`config.mk`:
```
export PLATFORM = sky130hd
export DESIGN_NAME = typed_job_queue_dispatcher
export DESIGN_NICKNAME = d
export VERILOG_FILES = /design/src/rtl/core/tjqd_pkg.sv /design/src/rtl/core/typed_job_queue_dispatcher.sv
export SDC_FILE = /design/constraint.sdc
export NUM_CORES = 2
export LEC_CHECK = 0
export CORE_MARGIN = 3
export CORE_UTILIZATION = 60
export DETAILED_ROUTE_END_ITERATION = 16
export DONT_BUFFER_PORTS = 1
export PLACE_DENSITY = 0.78
export RECOVER_POWER = 100
export SLEW_MARGIN = 20
export SYNTH_ARGS = -nofsm -noshare
export SYNTH_HDL_FRONTEND = slang
export SYNTH_SLANG_ARGS = --single-unit
export TNS_END_PERCENT = 1
```
`constraint.sdc`:
```
create_clock -name clk -period 6.7 [get_ports clk]
set_input_delay 1.005 -clock clk [delete_from_list [all_inputs] [get_ports clk]]
set_output_delay 1.005 -clock clk [all_outputs]
set_load 0.02 [all_outputs]
```
`src/rtl/core/tjqd_pkg.sv`:
```
// ----------------------------------------------------------------------------
// tjqd_pkg
// Shared types and codes for the typed job queue dispatcher: result status
// codes, job class numbers and the field widths of the ports.
// ----------------------------------------------------------------------------
`default_nettype none

package tjqd_pkg;

	// Width of the handle, class and preference fields on the ports
	localparam int HANDLE_W = 16;
	localparam int CLS_W    = 3;
	localparam int FLAG_W   = 5;
	localparam int NUM_PREF = 5;

	// Result status of one word
	typedef enum logic [2:0] {
		ST_QUEUED = 3'd0,
		ST_NULL   = 3'd1,
		ST_FULL   = 3'd2,
		ST_GRANT  = 3'd3,
		ST_NOJOB  = 3'd4
	} status_t;

	// Input function codes
	typedef enum logic {
		FN_SUBMIT  = 1'b0,
		FN_REQUEST = 1'b1
	} func_t;

	// Job classes (queue numbers)
	typedef logic [CLS_W-1:0] cls_t;
	localparam cls_t CLS_IMPORTANT = 3'd0;
	localparam cls_t CLS_MISC      = 3'd5;

endpackage

`default_nettype wire

```
`src/rtl/core/typed_job_queue_dispatcher.sv`:
```
// ----------------------------------------------------------------------------
// typed_job_queue_dispatcher
// Six FIFO queues of job handles, one per job class, kept in one shared
// synchronous memory, with a submit / request front end and a result register.
// ----------------------------------------------------------------------------
// The block takes one word per cycle when not stalled and returns one result
// word for each, through the queue memory read register (stage 1) and then
// the result register. The queue pointers and occupancy counts sit in
// flip-flops and are updated at acceptance, so a submit and a following
// request to the same queue need no interlock: the memory write of an entry
// always lands at an earlier edge than its read. The input stalls only while
// a finished result waits in the output register and the stage behind it is
// also full. A submit goes to the lowest set class flag (misc if none); a
// request serves the important queue first, then the five preferences in
// order. There is no clearing pass after reset; the queue memory holds
// nothing meaningful until entries are pushed.
`default_nettype none

module typed_job_queue_dispatcher #(
	parameter int QUEUE_DEPTH = 16,
	parameter int HANDLE_BITS = 16,
	parameter int NUM_CLASSES = 6
) (
	input  wire logic                            clk,
	input  wire logic                            arst_n,
	// input channel
	input  wire logic                            in_valid,
	output logic                                 in_stall,
	input  wire logic                            func,
	input  wire logic [tjqd_pkg::HANDLE_W-1:0]   job_handle,
	input  wire logic [tjqd_pkg::FLAG_W-1:0]     class_flags,
	input  wire logic [tjqd_pkg::CLS_W-1:0]      pref_first,
	input  wire logic [tjqd_pkg::CLS_W-1:0]      pref_second,
	input  wire logic [tjqd_pkg::CLS_W-1:0]      pref_third,
	input  wire logic [tjqd_pkg::CLS_W-1:0]      pref_fourth,
	input  wire logic [tjqd_pkg::CLS_W-1:0]      pref_fifth,
	// output channel
	output logic                                 out_valid,
	input  wire logic                            out_stall,
	output tjqd_pkg::status_t                    status,
	output logic [tjqd_pkg::HANDLE_W-1:0]        granted_handle,
	output logic [tjqd_pkg::CLS_W-1:0]           queue_used
);
	import tjqd_pkg::*;

	localparam int PTR_W     = (QUEUE_DEPTH > 1) ? $clog2(QUEUE_DEPTH) : 1;
	localparam int CNT_W     = $clog2(QUEUE_DEPTH + 1);
	localparam int STORE_W   = (HANDLE_BITS < HANDLE_W) ? HANDLE_BITS : HANDLE_W;
	localparam int ADDR_W    = CLS_W + PTR_W;
	localparam int MEM_DEPTH = NUM_CLASSES << PTR_W;

	typedef logic [PTR_W-1:0] ptr_t;
	typedef logic [CNT_W-1:0] cnt_t;

	// Queue bookkeeping
	ptr_t heads_q  [NUM_CLASSES];
	ptr_t tails_q  [NUM_CLASSES];
	cnt_t counts_q [NUM_CLASSES];

	// Shared queue memory, address {class, pointer}
	logic [STORE_W-1:0] mem [MEM_DEPTH];
	logic [STORE_W-1:0] rdata_s1;

	// Stage 1: waiting for memory read data
	logic    valid_s1;
	status_t status_s1;
	cls_t    used_s1;
	logic    grant_s1;

	// Output register
	logic                out_valid_q;
	status_t             status_q;
	logic [HANDLE_W-1:0] handle_q;
	cls_t                used_q;

	// Handshake
	logic in_accept;
	logic adv_s1;
	logic out_free;

	assign out_free  = !out_valid_q || !out_stall;
	assign adv_s1    = valid_s1 && out_free;
	assign in_stall  = valid_s1 && !out_free;
	assign in_accept = in_valid && !in_stall;

	function automatic ptr_t wrap_next(input ptr_t p);
		wrap_next = (p == ptr_t'(QUEUE_DEPTH - 1)) ? '0 : p + ptr_t'(1);
	endfunction

	// Occupancy flags
	logic [NUM_CLASSES-1:0] nonempty;
	logic [NUM_CLASSES-1:0] full;
	always_comb begin
		for (int q = 0; q < NUM_CLASSES; q++) begin
			nonempty[q] = (counts_q[q] != '0);
			full[q]     = (counts_q[q] == cnt_t'(QUEUE_DEPTH));
		end
	end

	// Submit: pick the class of the lowest set flag
	logic [STORE_W-1:0] sub_handle;
	logic               sub_null;
	cls_t               sub_cls;
	always_comb begin
		sub_handle = job_handle[STORE_W-1:0];
		sub_null   = (sub_handle == '0);
		sub_cls    = CLS_MISC;
		for (int b = FLAG_W - 1; b >= 0; b--) begin
			if (class_flags[b]) begin
				sub_cls = cls_t'(b);
			end
		end
	end

	// Request: important first, then the preference list
	cls_t prefs [NUM_PREF];
	logic req_found;
	cls_t req_cls;
	always_comb begin
		prefs[0]  = pref_first;
		prefs[1]  = pref_second;
		prefs[2]  = pref_third;
		prefs[3]  = pref_fourth;
		prefs[4]  = pref_fifth;
		req_found = nonempty[CLS_IMPORTANT];
		req_cls   = CLS_IMPORTANT;
		for (int i = 0; i < NUM_PREF; i++) begin
			if (!req_found && (prefs[i] < cls_t'(NUM_CLASSES)) && nonempty[prefs[i]]) begin
				req_found = 1'b1;
				req_cls   = prefs[i];
			end
		end
	end

	// Decision for the accepted word
	logic    do_push;
	logic    do_pop;
	status_t dec_status;
	cls_t    dec_used;
	always_comb begin
		do_push    = 1'b0;
		do_pop     = 1'b0;
		dec_status = ST_NOJOB;
		dec_used   = CLS_IMPORTANT;
		case (func_t'(func))
			FN_SUBMIT: begin
				if (sub_null) begin
					dec_status = ST_NULL;
				end else if (full[sub_cls]) begin
					dec_status = ST_FULL;
					dec_used   = sub_cls;
				end else begin
					dec_status = ST_QUEUED;
					dec_used   = sub_cls;
					do_push    = in_accept;
				end
			end
			FN_REQUEST: begin
				if (req_found) begin
					dec_status = ST_GRANT;
					dec_used   = req_cls;
					do_pop     = in_accept;
				end
			end
			default: begin
				dec_status = ST_NOJOB;
			end
		endcase
	end

	// Queue memory: one write and one registered read port
	logic [ADDR_W-1:0] waddr;
	logic [ADDR_W-1:0] raddr;
	assign waddr = {sub_cls, tails_q[sub_cls]};
	assign raddr = {req_cls, heads_q[req_cls]};

	always_ff @(posedge clk) begin
		if (do_push) begin
			mem[waddr] <= sub_handle;
		end
		if (do_pop) begin
			rdata_s1 <= mem[raddr];
		end
	end

	// Pointer and count update
	always_ff @(posedge clk or negedge arst_n) begin
		if (!arst_n) begin
			for (int q = 0; q < NUM_CLASSES; q++) begin
				heads_q[q]  <= '0;
				tails_q[q]  <= '0;
				counts_q[q] <= '0;
			end
		end else begin
			if (do_push) begin
				tails_q[sub_cls]  <= wrap_next(tails_q[sub_cls]);
				counts_q[sub_cls] <= counts_q[sub_cls] + cnt_t'(1);
			end
			if (do_pop) begin
				heads_q[req_cls]  <= wrap_next(heads_q[req_cls]);
				counts_q[req_cls] <= counts_q[req_cls] - cnt_t'(1);
			end
		end
	end

	// Stage 1 control
	always_ff @(posedge clk or negedge arst_n) begin
		if (!arst_n) begin
			valid_s1 <= 1'b0;
		end else if (in_accept) begin
			valid_s1 <= 1'b1;
		end else if (adv_s1) begin
			valid_s1 <= 1'b0;
		end
	end

	// Stage 1 payload
	always_ff @(posedge clk) begin
		if (in_accept) begin
			status_s1 <= dec_status;
			used_s1   <= dec_used;
			grant_s1  <= do_pop;
		end
	end

	// Output register control
	always_ff @(posedge clk or negedge arst_n) begin
		if (!arst_n) begin
			out_valid_q <= 1'b0;
		end else if (out_free) begin
			out_valid_q <= valid_s1;
		end
	end

	// Output register payload
	always_ff @(posedge clk) begin
		if (adv_s1) begin
			status_q <= status_s1;
			used_q   <= used_s1;
			handle_q <= grant_s1 ? HANDLE_W'(rdata_s1) : '0;
		end
	end

	assign out_valid      = out_valid_q;
	assign status         = status_q;
	assign granted_handle = handle_q;
	assign queue_used     = used_q;

`ifndef SYNTHESIS
	// The input stalls only behind a held stage 1 word
	a_stall_cause: assert property (@(posedge clk) disable iff (!arst_n)
		in_stall |-> valid_s1)
		else $error("input stalled with stage 1 empty");

	// An accepted word always occupies stage 1 next cycle
	a_accept_s1: assert property (@(posedge clk) disable iff (!arst_n)
		in_accept |=> valid_s1)
		else $error("accepted word lost before stage 1");

	// Only non-null handles are ever stored, so a grant never returns zero
	a_grant_nonzero: assert property (@(posedge clk) disable iff (!arst_n)
		(out_valid_q && status_q == ST_GRANT) |-> (handle_q != '0))
		else $error("grant returned a null handle");

	// A handle is shown only on a grant
	a_handle_grant: assert property (@(posedge clk) disable iff (!arst_n)
		(out_valid_q && status_q != ST_GRANT) |-> (handle_q == '0))
		else $error("handle shown without a grant");
`endif

endmodule

`default_nettype wire

```
==> summary.md <==
| Metric | Value |
|---|---|
| Most common cell in the netlist | edfxtp_1 |
| Endpoint class of the critical path | flip-flop |
| Ranking of synthesized cells by area | edfxtp_1, nand2_1, mux4_2 |
| Syn_nets | between 4000 and 5000 |
| Initial antenna violation count | 12 |
| Data required time at the worst endpoint | between 7000 and 8000 ps |
| Yosys reg bits | around 1700 |
| CTS H-Tree Depth | 4 |
| Post-Syn Instances | ~4400 |
| Global-route wire length before repair | around 280 mm |
| Final std cells w/o fill | 6144 |
| CP max FO | 36 |
| Largest net degree at the start of global routing | 98 |
| Setup Crit Path Kind | reg -> reg |
| Slew headroom | -201% |
| Die area | 116000 um2 |
| Overflow left after global routing | 0 |
| Max_cap viols | 5 |
| Number of global-route vias before repair | approximately 40000 |
| Row cnt | between 100 and 150 |
| Die extent in x | approximately 340 um |
| Final max-slew violation count | between 100 and 150 |
| Setup TNS | 0 ps |
| Avg Cell Area, Syn | roughly 15 um2 |
| Worst-Margin Slew | around 4500 ps |
| Most frequent cells after synthesis | edfxtp_1, nand2_1, nand3_1 |
| Synth area leader | edfxtp_1 |
| Seq/Total Area, Yosys | approximately 74% |
| RSZ-0062 raised after global routing | false |
| Final number of setup-violating endpoints | 0 |
| Setup crit start kind | flip-flop |
| Status | complete, but fails checks |
| Async set or reset register ratio after synthesis | about 4.8% |
| Final core utilization | between 60% and 70% |
| Routed WL | between 150 and 200 mm |
| Clk Latency, worst-skew pair | between 700 and 800 ps |
| Layout cells sized above 1 | 12.7% |
| Clk root buf | clkbuf_16 |
| Final Hold Fails | 0 |
| Tot GR Track Use | 33.2% |
| Cts bufs inserted | 161 |
| Setup slack at placement | 15.2 ps |
| Library cells used by synthesis | 91 |
| Vertical die dimension | about 340 um |
| Clock-pin slew on the worst setup and hold paths | ~60 ps |
| DR vias | 42065 |
| Clock tree buffer depth | 3 |
| Mapped Area | between 60000 and 70000 um2 |
| Final Critical Period | about 6500 ps |
| Initial Util | 61.0% |
| Input/output buffers | 0 |
| Dpl hpwl | ~120 mm |
| Synth top area share | a little under three quarters |
| Synth Warn # | 0 |
| Core box area | 110000 um2 |
| CP arrival | about 7100 ps |
| First drt pass iteration count | 6 |
| Maximum clock rate | 153 MHz |
| CTS tree | yes |
| Area Overhead vs Synth | 10.8% |
| Post-route DRC | 0 |
| Failing checks | max-capacitance violations, max-slew violations |
| Post-synth EDFFs | about 1600 |
| Pwr per Cell Area | approximately 420 nW/um2 |
| CTS Sinks | ~1700 |
| Vias per cell | approximately 6.8 |
| DR WL/cell | about 31 um |
| Setup Skew | 32.3 ps |
| Final setup margin | 164 ps |
| Peak supply drop | roughly 0.32 mV |
| Post-synth top flop | edfxtp_1 |
| Final worst-path cycle share | approximately 98% |
| Antenna-violating nets left | 0 |
| Worst Hold Class | in -> reg |
| First DRT Iteration DRCs | between 6000 and 7000 |
| Nets | 4592 |
| Boundary Pins | 65 |
| Post-Place Cells | between 5000 and 6000 |
| Leakage | around 25 nW |
| Gpl congestion | ~0.93 |
[final cells by class]
class / instances / area [um2]
Sequential cell: 1661 / 49500
Clock inverter: 67 / 450
Clock buffer: 211 / 4350
Multi-Input combinational cell: 2430 / 16100
Tap cell: 1476 / 1850
Antenna cell: 6 / 15.0
Timing Repair Buffer: 269 / 1830
Fill cell: 7119 / 35600
Inverter: 24 / 110
[layout by cell type (no fill, tap or decap), types with 9 or more instances in the layout]
cell type,Yosys,layout
a211oi_1,21,21
o221ai_1,19,19
a31oi_1,70,69
inv_1,22,22
and2_0,2,17
buf_12,0,17
nor2b_1,21,21
and3_1,64,64
nor2_1,181,181
dfrtp_1,80,80
a21oi_1,83,83
mux2i_1,194,193
o21ai_0,82,80
a22oi_1,24,24
or3_1,17,17
a32oi_1,48,48
buf_4,41,141
o31ai_1,9,9
nand2_1,765,765
mux2_2,58,58
clkbuf_16,0,166
a221oi_1,15,15
or4_1,11,11
nor4_1,23,22
mux4_2,120,120
nand4_1,46,46
o22ai_1,62,62
clkinv_1,0,26
nor3_1,27,23
o211ai_1,20,20
clkbuf_1,85,150
nand3_1,268,268
edfxtp_1,1581,1581
a311oi_1,9,9
clkinv_2,0,27
[where the power goes]
group / total [W] / internal (W) / switching (W)
logic: 0.0110 / 0.00384 / 0.00720
registers: 0.0120 / 0.0117 / 0.000283
clock network: 0.00841 / 0.00465 / 0.00376
[flip-flops by register name (all words and copies together) (netlist names), 16 cells and up]
| signal | cells |
|---|---|
| granted_handle | 16 |
| counts_q | 30 |
| heads_q | 24 |
| tails_q | 24 |
| rdata_s1 | 16 |
| mem | 1536 |
[cells by family (layout without fill, tap and decap cells)]
family,after synthesis,after routing,share of synthesized area [%]
fa+ha+maj,4,4,0.0748
mux,372,372,7.91
xor+xnor,8,8,0.105
buf+inv,270,571,2.10
other cells,0,6,0
flops,1661,1661,73.9
compound gates,567,567,6.01
simple gates,1479,1479,9.88
[path summary, 6_finish.rpt]
check | from | end | slack (ps) | cells past startpoint
worst max-delay path | counts_q[0] | rdata_s1[3] | 160 | 17
worst min-delay path | job_handle[11] | mem[65][11] | 340 | 0
worst max register to register | counts_q[0] | rdata_s1[3] | 160 | 17
worst min register to register | used_s1[1] | queue_used[1] | 440 | 0
max in group asynchronous | arst_n | heads_q[10] | 2320 | 1
min in group asynchronous | arst_n | counts_q[20] | 1860 | 1
[stage by stage]
step / total power, W / area (um2) / hold WS [ps]
after floorplan: 0.0190 / 66900 / 400
after global placement: 0.0227 / 69800 / 422
after detailed placement: 0.0228 / 69800 / 428
after CTS: 0.0312 / 74600 / 136
after global routing: 0.0324 / 74200 / 316
final: 0.0314 / 74200 / 342
[worst max-delay path, cell delays in order (launching register included)]
cell       delay, ps
dfrtp_1          410
or4_1            640
nor2_1           260
a2111oi_0        150
clkbuf_1         150
a211oi_2         480
o221a_2          400
nor3_1            90
a221o_1          410
o221ai_4         430
buf_12           320
buf_12           280
buf_4            300
and3_1           190
a31oi_1           50
o211ai_1         560
nand4_1          590
a2111o_1         480
[repair_timing]
| action | CTS | global route |
|---|---|---|
| buffers inserted | 0 | 6 |
| hold buffers | 1 | 0 |
| hold endpoints to repair | 80 | 0 |
| resized for setup | 0 | 2 |
| pin swaps | 1 | 2 |
| cloned | 0 | 0 |
| endpoints found under the setup margin | 1 | 11 |
[layer usage]
metal / vias to the layer above / part of all wire [%] / GRT usage (%) / routed length [um]
li1: 17319 / - / - / -
met1: 20827 / 35 / 45.3 / 67800
met2: 3337 / 45 / 50.2 / 87400
met3: 574 / 14 / 9.99 / 27500
met4: 8 / 5.1 / 14.3 / 9730
met5: - / 0.044 / 0 / 85
Note: power is estimated with default switching activity, not from simulation.
